File: src/hdl/crqs_pkg.sv
`timescale 1ns / 1ps
package crqs_pkg;
    localparam logic [1:0] FUNC_INSERT = 2'd0;
    localparam logic [1:0] FUNC_PICK   = 2'd1;
    localparam logic [1:0] FUNC_TICK   = 2'd2;

    localparam logic [1:0] ST_OK   = 2'd0;
    localparam logic [1:0] ST_FULL = 2'd1;
    localparam logic [1:0] ST_DUP  = 2'd2;
    localparam logic [1:0] ST_IDLE = 2'd3;

    localparam logic [2:0] POL_FCFS   = 3'd0;
    localparam logic [2:0] POL_PSJF   = 3'd1;
    localparam logic [2:0] POL_NSJF   = 3'd2;
    localparam logic [2:0] POL_PPRIO  = 3'd3;
    localparam logic [2:0] POL_NPRIO  = 3'd4;
    localparam logic [2:0] POL_RR     = 3'd5;

    localparam logic CFG_POLICY  = 1'b0;
    localparam logic CFG_QUANTUM = 1'b1;

    localparam logic [7:0] QUANTUM_RESET = 8'd3;

    typedef struct packed {
        logic [7:0]  id;
        logic [15:0] left;
        logic [15:0] arr;
        logic [7:0]  prio;
    } entry_t;

    // Controller to datapath commands.
    typedef struct packed {
        logic scan_clear;   // start a scan at position zero
        logic scan_step;    // compare the entry at the scan position
        logic exec;         // apply the command using the scan results
        logic shift_step;   // move the entry one place toward the head
        logic compact_end;  // shrink the queue or requeue the displaced task
    } dp_cmd_t;

    // Datapath to controller status.
    typedef struct packed {
        logic scan_done;   // every stored entry has been visited
        logic shift_done;  // compaction reached the tail
        logic need_shift;  // exec removed an entry from the queue
    } dp_sts_t;
endpackage

File: src/hdl/crqs_ctrl.sv
`timescale 1ns / 1ps
module crqs_ctrl (
    input  logic             aclk,
    input  logic             aresetn,
    input  logic             s_valid,
    output logic             s_ready,
    output logic             m_valid,
    input  logic             m_ready,
    output crqs_pkg::dp_cmd_t cmd,
    input  crqs_pkg::dp_sts_t sts
);
    import crqs_pkg::*;

    typedef enum logic [4:0] {
        S_IDLE  = 5'b00001,
        S_SCAN  = 5'b00010,
        S_EXEC  = 5'b00100,
        S_SHIFT = 5'b01000,
        S_OUT   = 5'b10000
    } state_t;

    state_t state_reg, state_next;

    assign s_ready = (state_reg == S_IDLE);
    assign m_valid = (state_reg == S_OUT);

    always_comb begin
        state_next = state_reg;
        cmd = '0;
        case (state_reg)
            S_IDLE: begin
                if (s_valid) begin
                    cmd.scan_clear = 1'b1;
                    state_next = S_SCAN;
                end
            end
            S_SCAN: begin
                if (sts.scan_done) begin
                    state_next = S_EXEC;
                end else begin
                    cmd.scan_step = 1'b1;
                end
            end
            S_EXEC: begin
                cmd.exec = 1'b1;
                state_next = sts.need_shift ? S_SHIFT : S_OUT;
            end
            S_SHIFT: begin
                if (sts.shift_done) begin
                    cmd.compact_end = 1'b1;
                    state_next = S_OUT;
                end else begin
                    cmd.shift_step = 1'b1;
                end
            end
            S_OUT: begin
                if (m_ready) begin
                    state_next = S_IDLE;
                end
            end
            default: state_next = S_IDLE;
        endcase
    end

    always_ff @(posedge aclk) begin
        if (!aresetn) begin
            state_reg <= S_IDLE;
        end else begin
            state_reg <= state_next;
        end
    end
endmodule

File: src/hdl/crqs_datapath.sv
`timescale 1ns / 1ps
module crqs_datapath #(
    parameter int QUEUE_DEPTH = 16
) (
    input  logic              aclk,
    input  logic              aresetn,
    input  logic              s_valid,
    input  logic              s_ready,
    input  logic [1:0]        s_func,
    input  logic [7:0]        s_task_id,
    input  logic [15:0]       s_burst_left,
    input  logic [15:0]       s_arrival_time,
    input  logic [7:0]        s_prio_level,
    input  logic              cfg_valid,
    input  logic              cfg_index,
    input  logic [7:0]        cfg_data,
    input  crqs_pkg::dp_cmd_t cmd,
    output crqs_pkg::dp_sts_t sts,
    output logic [1:0]        m_status,
    output logic              m_run_valid,
    output logic [7:0]        m_run_id,
    output logic [15:0]       m_run_left,
    output logic              m_preempted,
    output logic              m_finished,
    output logic [7:0]        m_finished_id
);
    import crqs_pkg::*;

    localparam int IW = $clog2(QUEUE_DEPTH);
    localparam int CW = $clog2(QUEUE_DEPTH + 1);

    entry_t            q_reg [QUEUE_DEPTH];
    logic [CW-1:0]     count_reg;
    entry_t            run_reg;
    logic              present_reg;
    logic [7:0]        slice_reg;
    logic [2:0]        policy_reg;
    logic [7:0]        quantum_reg;

    logic [1:0]        func_reg;
    entry_t            in_reg;
    logic [CW-1:0]     pos_reg;     // scan and shift position
    logic [IW-1:0]     best_reg;
    logic              dup_reg;
    entry_t            tail_reg;    // entry appended after compaction
    logic              tail_en_reg;

    logic [1:0]        status_reg;
    logic              preempt_reg, fin_reg;
    logic [7:0]        fin_id_reg;

    logic              by_prio;
    logic              preemptive;
    entry_t            cur, bst;
    logic              cur_beats;
    logic              retire;

    function automatic logic beats(entry_t a, entry_t b, logic bp);
        logic [15:0] ka, kb;
        ka = bp ? {8'd0, a.prio} : a.left;
        kb = bp ? {8'd0, b.prio} : b.left;
        return (ka < kb) || ((ka == kb) && (a.arr < b.arr));
    endfunction

    assign by_prio    = (policy_reg == POL_PPRIO) || (policy_reg == POL_NPRIO);
    assign preemptive = (policy_reg == POL_PSJF) || (policy_reg == POL_PPRIO);
    assign cur        = q_reg[pos_reg[IW-1:0]];
    assign bst        = q_reg[best_reg];
    assign cur_beats  = beats(cur, bst, by_prio);
    assign retire     = (func_reg == FUNC_TICK) && present_reg && (run_reg.left <= 16'd1);

    // Decision logic evaluated during exec.
    logic          take;
    logic          rotate;
    logic [IW-1:0] take_pos;

    always_comb begin
        take = 1'b0;
        rotate = 1'b0;
        take_pos = '0;
        if (func_reg == FUNC_PICK && count_reg != '0 && policy_reg <= POL_RR) begin
            if (policy_reg == POL_FCFS || policy_reg == POL_RR) begin
                take_pos = '0;
                if (!present_reg) begin
                    take = 1'b1;
                end else if (policy_reg == POL_RR && slice_reg >= quantum_reg) begin
                    take = 1'b1;
                    rotate = 1'b1;
                end
            end else begin
                take_pos = best_reg;
                if (!present_reg) begin
                    take = 1'b1;
                end else if (preemptive && beats(bst, run_reg, by_prio)) begin
                    take = 1'b1;
                    rotate = 1'b1;
                end
            end
        end
    end

    assign sts = '{scan_done:  (pos_reg == count_reg),
                   shift_done: (pos_reg + CW'(1) >= count_reg),
                   need_shift: take};

    always_ff @(posedge aclk) begin
        if (!aresetn) begin
            count_reg   <= '0;
            run_reg     <= '0;
            present_reg <= 1'b0;
            slice_reg   <= '0;
            policy_reg  <= POL_FCFS;
            quantum_reg <= QUANTUM_RESET;
            tail_en_reg <= 1'b0;
        end else begin
            if (cfg_valid) begin
                case (cfg_index)
                    CFG_POLICY:  policy_reg  <= cfg_data[2:0];
                    CFG_QUANTUM: quantum_reg <= cfg_data;
                    default: ;
                endcase
            end
            if (s_valid && s_ready) begin
                func_reg <= s_func;
                in_reg   <= '{s_task_id, s_burst_left, s_arrival_time, s_prio_level};
            end
            if (cmd.scan_clear) begin
                pos_reg  <= '0;
                best_reg <= '0;
                dup_reg  <= 1'b0;
            end
            if (cmd.scan_step) begin
                if (cur.id == in_reg.id) dup_reg <= 1'b1;
                if (pos_reg != '0 && cur_beats) best_reg <= pos_reg[IW-1:0];
                pos_reg <= pos_reg + CW'(1);
            end
            if (cmd.exec) begin
                preempt_reg <= rotate;
                fin_reg     <= retire;
                fin_id_reg  <= retire ? run_reg.id : 8'd0;
                pos_reg     <= CW'(take_pos);
                tail_en_reg <= rotate;
                tail_reg    <= run_reg;
                case (func_reg)
                    FUNC_INSERT: begin
                        if (count_reg >= CW'(QUEUE_DEPTH)) begin
                            status_reg <= ST_FULL;
                        end else if (dup_reg) begin
                            status_reg <= ST_DUP;
                        end else begin
                            status_reg <= ST_OK;
                            q_reg[count_reg[IW-1:0]] <= in_reg;
                            count_reg <= count_reg + CW'(1);
                        end
                    end
                    FUNC_PICK: begin
                        if (take) begin
                            run_reg     <= q_reg[take_pos];
                            present_reg <= 1'b1;
                            slice_reg   <= '0;
                        end
                        status_reg <= (take || present_reg) ? ST_OK : ST_IDLE;
                    end
                    FUNC_TICK: begin
                        if (!present_reg) begin
                            status_reg <= ST_IDLE;
                        end else if (retire) begin
                            status_reg   <= ST_OK;
                            run_reg.left <= '0;
                            present_reg  <= 1'b0;
                            slice_reg    <= '0;
                        end else begin
                            status_reg   <= ST_OK;
                            run_reg.left <= run_reg.left - 16'd1;
                            if (slice_reg != 8'hFF) slice_reg <= slice_reg + 8'd1;
                        end
                    end
                    default: status_reg <= ST_OK;
                endcase
            end
            if (cmd.shift_step) begin
                q_reg[pos_reg[IW-1:0]] <= q_reg[IW'(pos_reg + CW'(1))];
                pos_reg <= pos_reg + CW'(1);
            end
            // Compaction finished: the tail slot takes the displaced task, or the
            // queue shrinks by the entry that was taken.
            if (cmd.compact_end) begin
                if (tail_en_reg) begin
                    q_reg[IW'(count_reg - CW'(1))] <= tail_reg;
                end else begin
                    count_reg <= count_reg - CW'(1);
                end
            end
        end
    end

    assign m_status      = status_reg;
    assign m_run_valid   = present_reg;
    assign m_run_id      = present_reg ? run_reg.id : 8'd0;
    assign m_run_left    = present_reg ? run_reg.left : 16'd0;
    assign m_preempted   = preempt_reg;
    assign m_finished    = fin_reg;
    assign m_finished_id = fin_id_reg;
endmodule

File: src/hdl/cpu_ready_queue_scheduler_unit.sv
`timescale 1ns / 1ps
// Ready-queue scheduler: every request (insert, pick, tick, unused code) is
// taken when s_ready is high and yields one result on the m_ channel. Each
// request runs the compare scan over the ready queue (duplicate search and
// best-candidate search) and an execute step; when pick removes an entry, a
// compaction moves every entry behind it one place toward the head, closes the
// gap and, on a preemption, requeues the displaced task, all over the single
// queue register file. The result is then presented until it is taken. A new
// request waits until the result has been taken and is accepted in the cycle
// after at the earliest. Configuration writes (index 0 policy, 1 quantum) are
// always accepted and must only be issued while the block is idle.
module cpu_ready_queue_scheduler_unit #(
    parameter int QUEUE_DEPTH = 16
) (
    input  logic        aclk,
    input  logic        aresetn,
    input  logic        s_valid,
    output logic        s_ready,
    input  logic [1:0]  s_func,
    input  logic [7:0]  s_task_id,
    input  logic [15:0] s_burst_left,
    input  logic [15:0] s_arrival_time,
    input  logic [7:0]  s_prio_level,
    output logic        m_valid,
    input  logic        m_ready,
    output logic [1:0]  m_status,
    output logic        m_run_valid,
    output logic [7:0]  m_run_id,
    output logic [15:0] m_run_left,
    output logic        m_preempted,
    output logic        m_finished,
    output logic [7:0]  m_finished_id,
    input  logic        cfg_valid,
    output logic        cfg_ready,
    input  logic        cfg_index,
    input  logic [7:0]  cfg_data
);
    import crqs_pkg::*;

    dp_cmd_t cmd;
    dp_sts_t sts;

    // Configuration registers are written directly; the port never stalls.
    assign cfg_ready = 1'b1;

    crqs_ctrl u_ctrl (
        .aclk    (aclk),
        .aresetn (aresetn),
        .s_valid (s_valid),
        .s_ready (s_ready),
        .m_valid (m_valid),
        .m_ready (m_ready),
        .cmd     (cmd),
        .sts     (sts)
    );

    crqs_datapath #(.QUEUE_DEPTH(QUEUE_DEPTH)) u_dp (
        .aclk           (aclk),
        .aresetn        (aresetn),
        .s_valid        (s_valid),
        .s_ready        (s_ready),
        .s_func         (s_func),
        .s_task_id      (s_task_id),
        .s_burst_left   (s_burst_left),
        .s_arrival_time (s_arrival_time),
        .s_prio_level   (s_prio_level),
        .cfg_valid      (cfg_valid),
        .cfg_index      (cfg_index),
        .cfg_data       (cfg_data),
        .cmd            (cmd),
        .sts            (sts),
        .m_status       (m_status),
        .m_run_valid    (m_run_valid),
        .m_run_id       (m_run_id),
        .m_run_left     (m_run_left),
        .m_preempted    (m_preempted),
        .m_finished     (m_finished),
        .m_finished_id  (m_finished_id)
    );
endmodule

File: config.mk
export PLATFORM = sky130hd
export DESIGN_NAME = cpu_ready_queue_scheduler_unit
export DESIGN_NICKNAME = d
export VERILOG_FILES = /design/src/hdl/crqs_pkg.sv /design/src/hdl/crqs_ctrl.sv /design/src/hdl/crqs_datapath.sv /design/src/hdl/cpu_ready_queue_scheduler_unit.sv
export SDC_FILE = /design/constraint.sdc
export NUM_CORES = 2
export LEC_CHECK = 0
export ABC_AREA = 1
export BUFFER_PORTS_ARGS = -buffer_cell sky130_fd_sc_hd__buf_2
export CAP_MARGIN = 40
export CORE_ASPECT_RATIO = 1.2
export CORE_MARGIN = 1
export CORE_UTILIZATION = 25
export DETAILED_ROUTE_END_ITERATION = 8
export PLACE_DENSITY_LB_ADDON = 0.3
export SLEW_MARGIN = 20
export SYNTH_ARGS = -nofsm -noshare
export SYNTH_HDL_FRONTEND = slang
export SYNTH_SLANG_ARGS = --single-unit
File: constraint.sdc
create_clock -name aclk -period 9.2 [get_ports aclk]
set_input_delay 1.84 -clock aclk [delete_from_list [all_inputs] [get_ports aclk]]
set_output_delay 1.84 -clock aclk [all_outputs]
set_load 0.1 [all_outputs]
======== Yosys cells after proc, flatten, opt, wreduce, memory -nomap -nowiden ========
Memories as Yosys holds them, arrays and structs flattened. A register that Yosys moved wholly into a read port is not among the register bits.
Cells that the tools add are included.
W data, S select, Z words.
word-level totals
  register bits after elaboration ......... 199
  memories ................................ 1
  logic and storage cells ................. 186
  memory bits (writable) .................. 768
memory list
  memory      words  bits a word  read ports  clocked after Yosys merged registers in  write ports  line                 text
  u_dp.q_reg  16     48           4           2                                        1            crqs_datapath.sv:32  entry_t q_reg [QUEUE_DEPTH];
cells by class
  reductions and logical operators ........ 34
  add/sub/neg operators ................... 5
  eq/ne operators ......................... 23
  magnitude comparators ................... 9
  bitwise gates (word level) .............. 1
  mux-type cells .......................... 86
operators by type and width
  cell                     count
  $mux W16                 6
  $mux W48                 2
  $reduce_or A48 Y1        2
  $mux W5                  15
  $lt A16 B16 Y1           4
  $mux W40                 1
  $mux W8                  5
  $mux W1                  38
  $mux W4                  9
  $eq A16 B16 Y1           2
  $pmux W16 S2             1
  $pmux W5 S5              1
  $le A16 B1 Y1 const B    1
  $pmux W8 S2              1
  $sub A16 B1 Y16 const B  1
  $add A5 B1 Y5 const B    2
  $logic_and A1 B1 Y1      10
  $mux W2                  5
  $reduce_and A2 Y1        5
  $reduce_bool A5 Y1       2
  $add A8 B1 Y8 const B    1
  $eq A8 B8 Y1             1
  $ge A8 B8 Y1             1
  $ne A8 B8 Y1 const B     1
  29 further kinds         41

======== Logic depth before layout (Yosys ltp) ========
  word-level depth ........................ 14
  depth in mapped cells ................... 30
  depth with buffers taken out ............ 25

======== Cells and area by module ========
Synthesis repeated with hierarchy kept, for this count alone.
second synthesis, totals
  cell total of the unflattened synthesis .. 10,333
  area, all modules ....................... 73,963.4 sq um
by module, submodules not included
  module                          cells an instance  area an instance (sq um)  instances  seq. area each (sq um)
  crqs_datapath                   10,273             73,608.1                  1          28,307.1
  crqs_ctrl                       58                 344.1                     1          100.1
  cpu_ready_queue_scheduler_unit  2                  11.3                      1          0.0

======== Worst setup path after synthesis ========
OpenSTA, ideal clock, no wires.
  path kind ............................... reg2reg
  from .................................... register u_ctrl.state_reg[3]
  to ...................................... register u_dp.func_reg[0] (enable)
  setup time .............................. 0.457 ns
  arrival time ............................ 5.572 ns
  setup slack ............................. 3.171 ns
  cell stages (with the launch flop) ...... 6
  path through ............................ dfxtp_1 -> nor2_1 -> nand2_1 -> nor3_1 -> nand2_1 -> nor2_1
between the ends
  cells in the longest elaborated chain, start to end .. 3
ends and longest elaborated chain
  item                         line                                  text
  start, declared              crqs_ctrl.sv:22                       state_t state_reg, state_next;
  start signal, assigned       crqs_ctrl.sv:69                       state_reg <= state_next;
  $eq A5 B1 Y1                 crqs_ctrl.sv:24                       assign s_ready = (state_reg == S_IDLE);
  named net s_ready            cpu_ready_queue_scheduler_unit.sv:18  output logic s_ready,
  $logic_and A1 B1 Y1          crqs_datapath.sv:123                  if (s_valid && s_ready) begin
  $reduce_and A2 Y1 (no line)  --
  end signal, assigned         crqs_datapath.sv:124                  func_reg <= s_func;
  end, declared                crqs_datapath.sv:40                   logic [1:0] func_reg;
The timed path passes the listed nets, and every way through them passes these cells.
A chain may end at the register's enable or synchronous reset.

==> results.md <==
- Clk buf depth: 3
- Worst path arrival time: around 7200 ps
- Post-synthesis sequential area ratio: between 40% and 50%
- Worst Skew: 37.6 ps
- RSZ-0062 raised after global routing: false
- I/O Buffers: about 100
- Flip-flop cell with the highest count after synthesis: edfxtp_1
- CTS tree: built
- Startpoint Class: register
- Met3 Usage GRT: under 10%
- Detailed Route WL: 271000 µm
- Cells taking the most area after synthesis: edfxtp_1 (44%), o21ai_0 (14%), a21oi_1 (10%)
- Fin nets: approximately 7400
- Setup CP Type: reg2reg
- Mapped cell area: 60300 µm²
- I/O Pins: ~100
- Post-synth cell types: 54
- Critical-path maximum fanout: 60
- Leakage: between 20 and 25 nW
- TritonCTS Buffers: 108
- Final setup fails: 0
- Initial antenna violation count: 15
- Ratio of final minimum period to clock period: a little over two thirds
- Via density: between 5 and 6
- DRC: 0
- Synthesized instance count: roughly 7500
- Final instance area: between 60000 and 70000 µm²
- Placed Area: 64000 µm²
- Worst-path clk slew: 70 ps
- Root Driver: clkbuf_16
- Syn avg cell area: 8.04 µm²
- Syn nets: 7659
- Fill count: roughly 26000
- Die width: ~450 µm
- Register Area: approximately 28000 µm²
- Area of the multi-input gates: ~27000 µm²
- Die area: ~240000 µm²
- GRT busiest layer: met2
- GRT overflow: 0
- Initial Util: 25.1%
- Final Hold Viols: 0
- WP data required: between 9000 and 10000 ps
- Layout area overhead: 12.8%
- Post-CTS Hold Fix Bufs: 0
- Power density over cell area: between 200 and 250 nW/µm²
- Vias: 60200
- Async SR Flop Fraction: 0%
- Layout cells sized above 1: just under 7%
- Utilization after layout: about 28%
- Area leader, netlist: edfxtp_1
- Post-DR wirelength/cell: around 26 µm
- Htree depth: 3
- M1 GR Usage: a little over a quarter
- Peak supply drop: around 0.00015 V
- Largest net degree at the start of global routing: between 150 and 200
- Status: complete, no violations
- Fmax: 154 MHz
- Yosys warning count: 0
- Flop2flop setup slack: 2700 ps
- Tightest Hold Check Type: reg2reg
- Worst setup EP type: register
- Via count of the first global-routing pass: about 56000
- Total GRT Usage: 21.3%
- Number of max-cap violations: 0
- Slew Viols, Final: 0
- First-pass GRT wire length: slightly below 400000 µm
- Core area: around 240000 µm²
- Antenna viol nets, final: 0
- Post-synth EDFFs: between 800 and 900
- Row count: ~200
- Min Tclk post-route: around 6500 ps
- Largest register FFs: ~770
- DP HPWL: about 160000 µm
- M2 GR Usage: around a third
- Seq cells post-synth: 975
- Synth top area share: approximately 44%
- Setup_tns: 0 ps
- Skew-Pair Late Insertion Delay: approximately 780 ps
- Placer Congestion: between 0.8 and 0.9
- CTS sink cnt: about 980
- Beginning of the worst hold path: u_dp.run_reg[14]
- Setup bufs post-CTS: 0
- PostCTS Resize Cnt: 0
- Tightest Pin Transition: around 1100 ps
- Slew headroom: roughly 27%
- DR pass1 iterations: 7
- DR iter-0 viols: approximately 8900
- DIE HEIGHT: approximately 540 µm
[path summary, 6_finish.rpt]
path                  endpoint  cells past startpoint
max           u_dp.run_reg[10]                     22
min          u_dp.tail_reg[14]                      0
min reg2reg  u_dp.tail_reg[14]                      0
max reg2reg   u_dp.run_reg[10]                     22
[metal layers]
| metal | part of all wire, % | wire (µm) | vias to the layer above |
|---|---|---|---|
| met1 | 38 | 103000 | 28400 |
| li1 | - | - | 26400 |
| met2 | 45 | 121000 | 4364 |
| met4 | 6.5 | 17600 | 4 |
| met5 | 0.011 | 30 | - |
| met3 | 11 | 29200 | 932 |
[area by class of cell]
class,count,share of cell area (%)
inverter,620,3.53
antenna,3,0.0110
timing repair buffer,266,3.36
multi-input combinational,5256,39.8
clock inverter,60,1.25
clock buffer,140,4.46
tap,3184,5.85
sequential,975,41.8
[report_power, final]
group          internal, W  leakage [nW]  total [W]  switching (W)
Sequential         0.00491          8.72    0.00502       0.000108
Combinational      0.00105          13.4    0.00381        0.00276
Clock              0.00289          1.90    0.00489        0.00201
Total              0.00884          24.0     0.0137        0.00487
[cells by family after synthesis]
logic type / after synthesis / share of synthesized area [%]
and+or+nand+nor: 1753 / 12.3
adders and majority gates: 86 / 1.78
xor gates and xnor gates: 20 / 0.290
AOI/OAI and AO/OA: 3396 / 30.2
DFF: 975 / 47.1
other: 1 / 0.00621
buffers and inverters: 1278 / 8.42
[cell usage after synthesis, types with 16 or more instances]
| cell | instances |
|---|---|
| o21ai_0 | 1684 |
| a21oi_1 | 1220 |
| edfxtp_1 | 888 |
| nand2_1 | 652 |
| inv_1 | 603 |
| nor2_1 | 551 |
| nand3_1 | 458 |
| clkbuf_1 | 426 |
| o211ai_1 | 227 |
| buf_2 | 112 |
| buf_1 | 91 |
| dfxtp_1 | 87 |
| ha_1 | 86 |
| a31oi_1 | 57 |
| o221ai_1 | 56 |
| o22ai_1 | 53 |
| nor3_1 | 43 |
| a221oi_1 | 35 |
| buf_4 | 20 |
| nand4_1 | 20 |
| o31ai_1 | 18 |
| xor2_1 | 16 |
[critical path, cell delays in order (launching register included)]
cell	delay (ps)
dfxtp_4	490
buf_4	540
buf_4	670
a21oi_1	130
o21ai_0	140
a21oi_1	110
o31ai_1	440
inv_1	140
o21ai_0	270
inv_1	80
ha_1	290
inv_1	40
a2111oi_0	370
o2111a_1	230
nand2_1	130
nand2_1	190
nand2_1	110
nand3_2	110
nand3_2	460
inv_2	570
buf_4	490
o21ai_0	160
a21oi_1	150
[stage by stage]
stage | setup WS, ps | hold WS [ps] | total power (W) | cells
4_1_cts | 2850 | 450 | 0.0136 | 10500
3_3_place_gp | 2920 | 441 | 0.00871 | 10300
2_1_floorplan | 3170 | 408 | 0.00737 | 7509
6_report | 2700 | 452 | 0.0137 | 10500
3_5_place_dp | 2930 | 438 | 0.00877 | 10300
5_1_grt | 2400 | 458 | 0.0142 | 10500
[placed cells by master (no fill, tap or decap), types with 7 or more instances in the layout]
| cell type | Yosys | routed |
|---|---|---|
| o31ai_1 | 18 | 18 |
| buf_16 | 0 | 14 |
| ha_1 | 86 | 85 |
| a221oi_1 | 35 | 35 |
| clkinv_1 | 7 | 19 |
| nor2_4 | 1 | 20 |
| clkbuf_8 | 0 | 11 |
| edfxtp_1 | 888 | 888 |
| clkbuf_16 | 0 | 113 |
| o21ai_1 | 14 | 18 |
| nor2_1 | 551 | 533 |
| clkbuf_1 | 426 | 16 |
| o221ai_1 | 56 | 56 |
| nand3_1 | 458 | 456 |
| a31oi_1 | 57 | 57 |
| xor2_1 | 16 | 14 |
| a21oi_1 | 1220 | 1219 |
| buf_12 | 0 | 23 |
| buf_4 | 20 | 120 |
| o22ai_1 | 53 | 53 |
| o21ai_0 | 1684 | 1680 |
| clkinv_2 | 0 | 19 |
| nand4_1 | 20 | 20 |
| buf_2 | 112 | 108 |
| dfxtp_1 | 87 | 79 |
| dfxtp_4 | 0 | 7 |
| bufinv_16 | 0 | 20 |
| a32oi_1 | 7 | 7 |
| nand2_1 | 652 | 652 |
| nor3_1 | 43 | 42 |
| inv_1 | 603 | 593 |
| o211ai_1 | 227 | 227 |
| inv_8 | 0 | 7 |
Power figures use the tool's default switching activity.
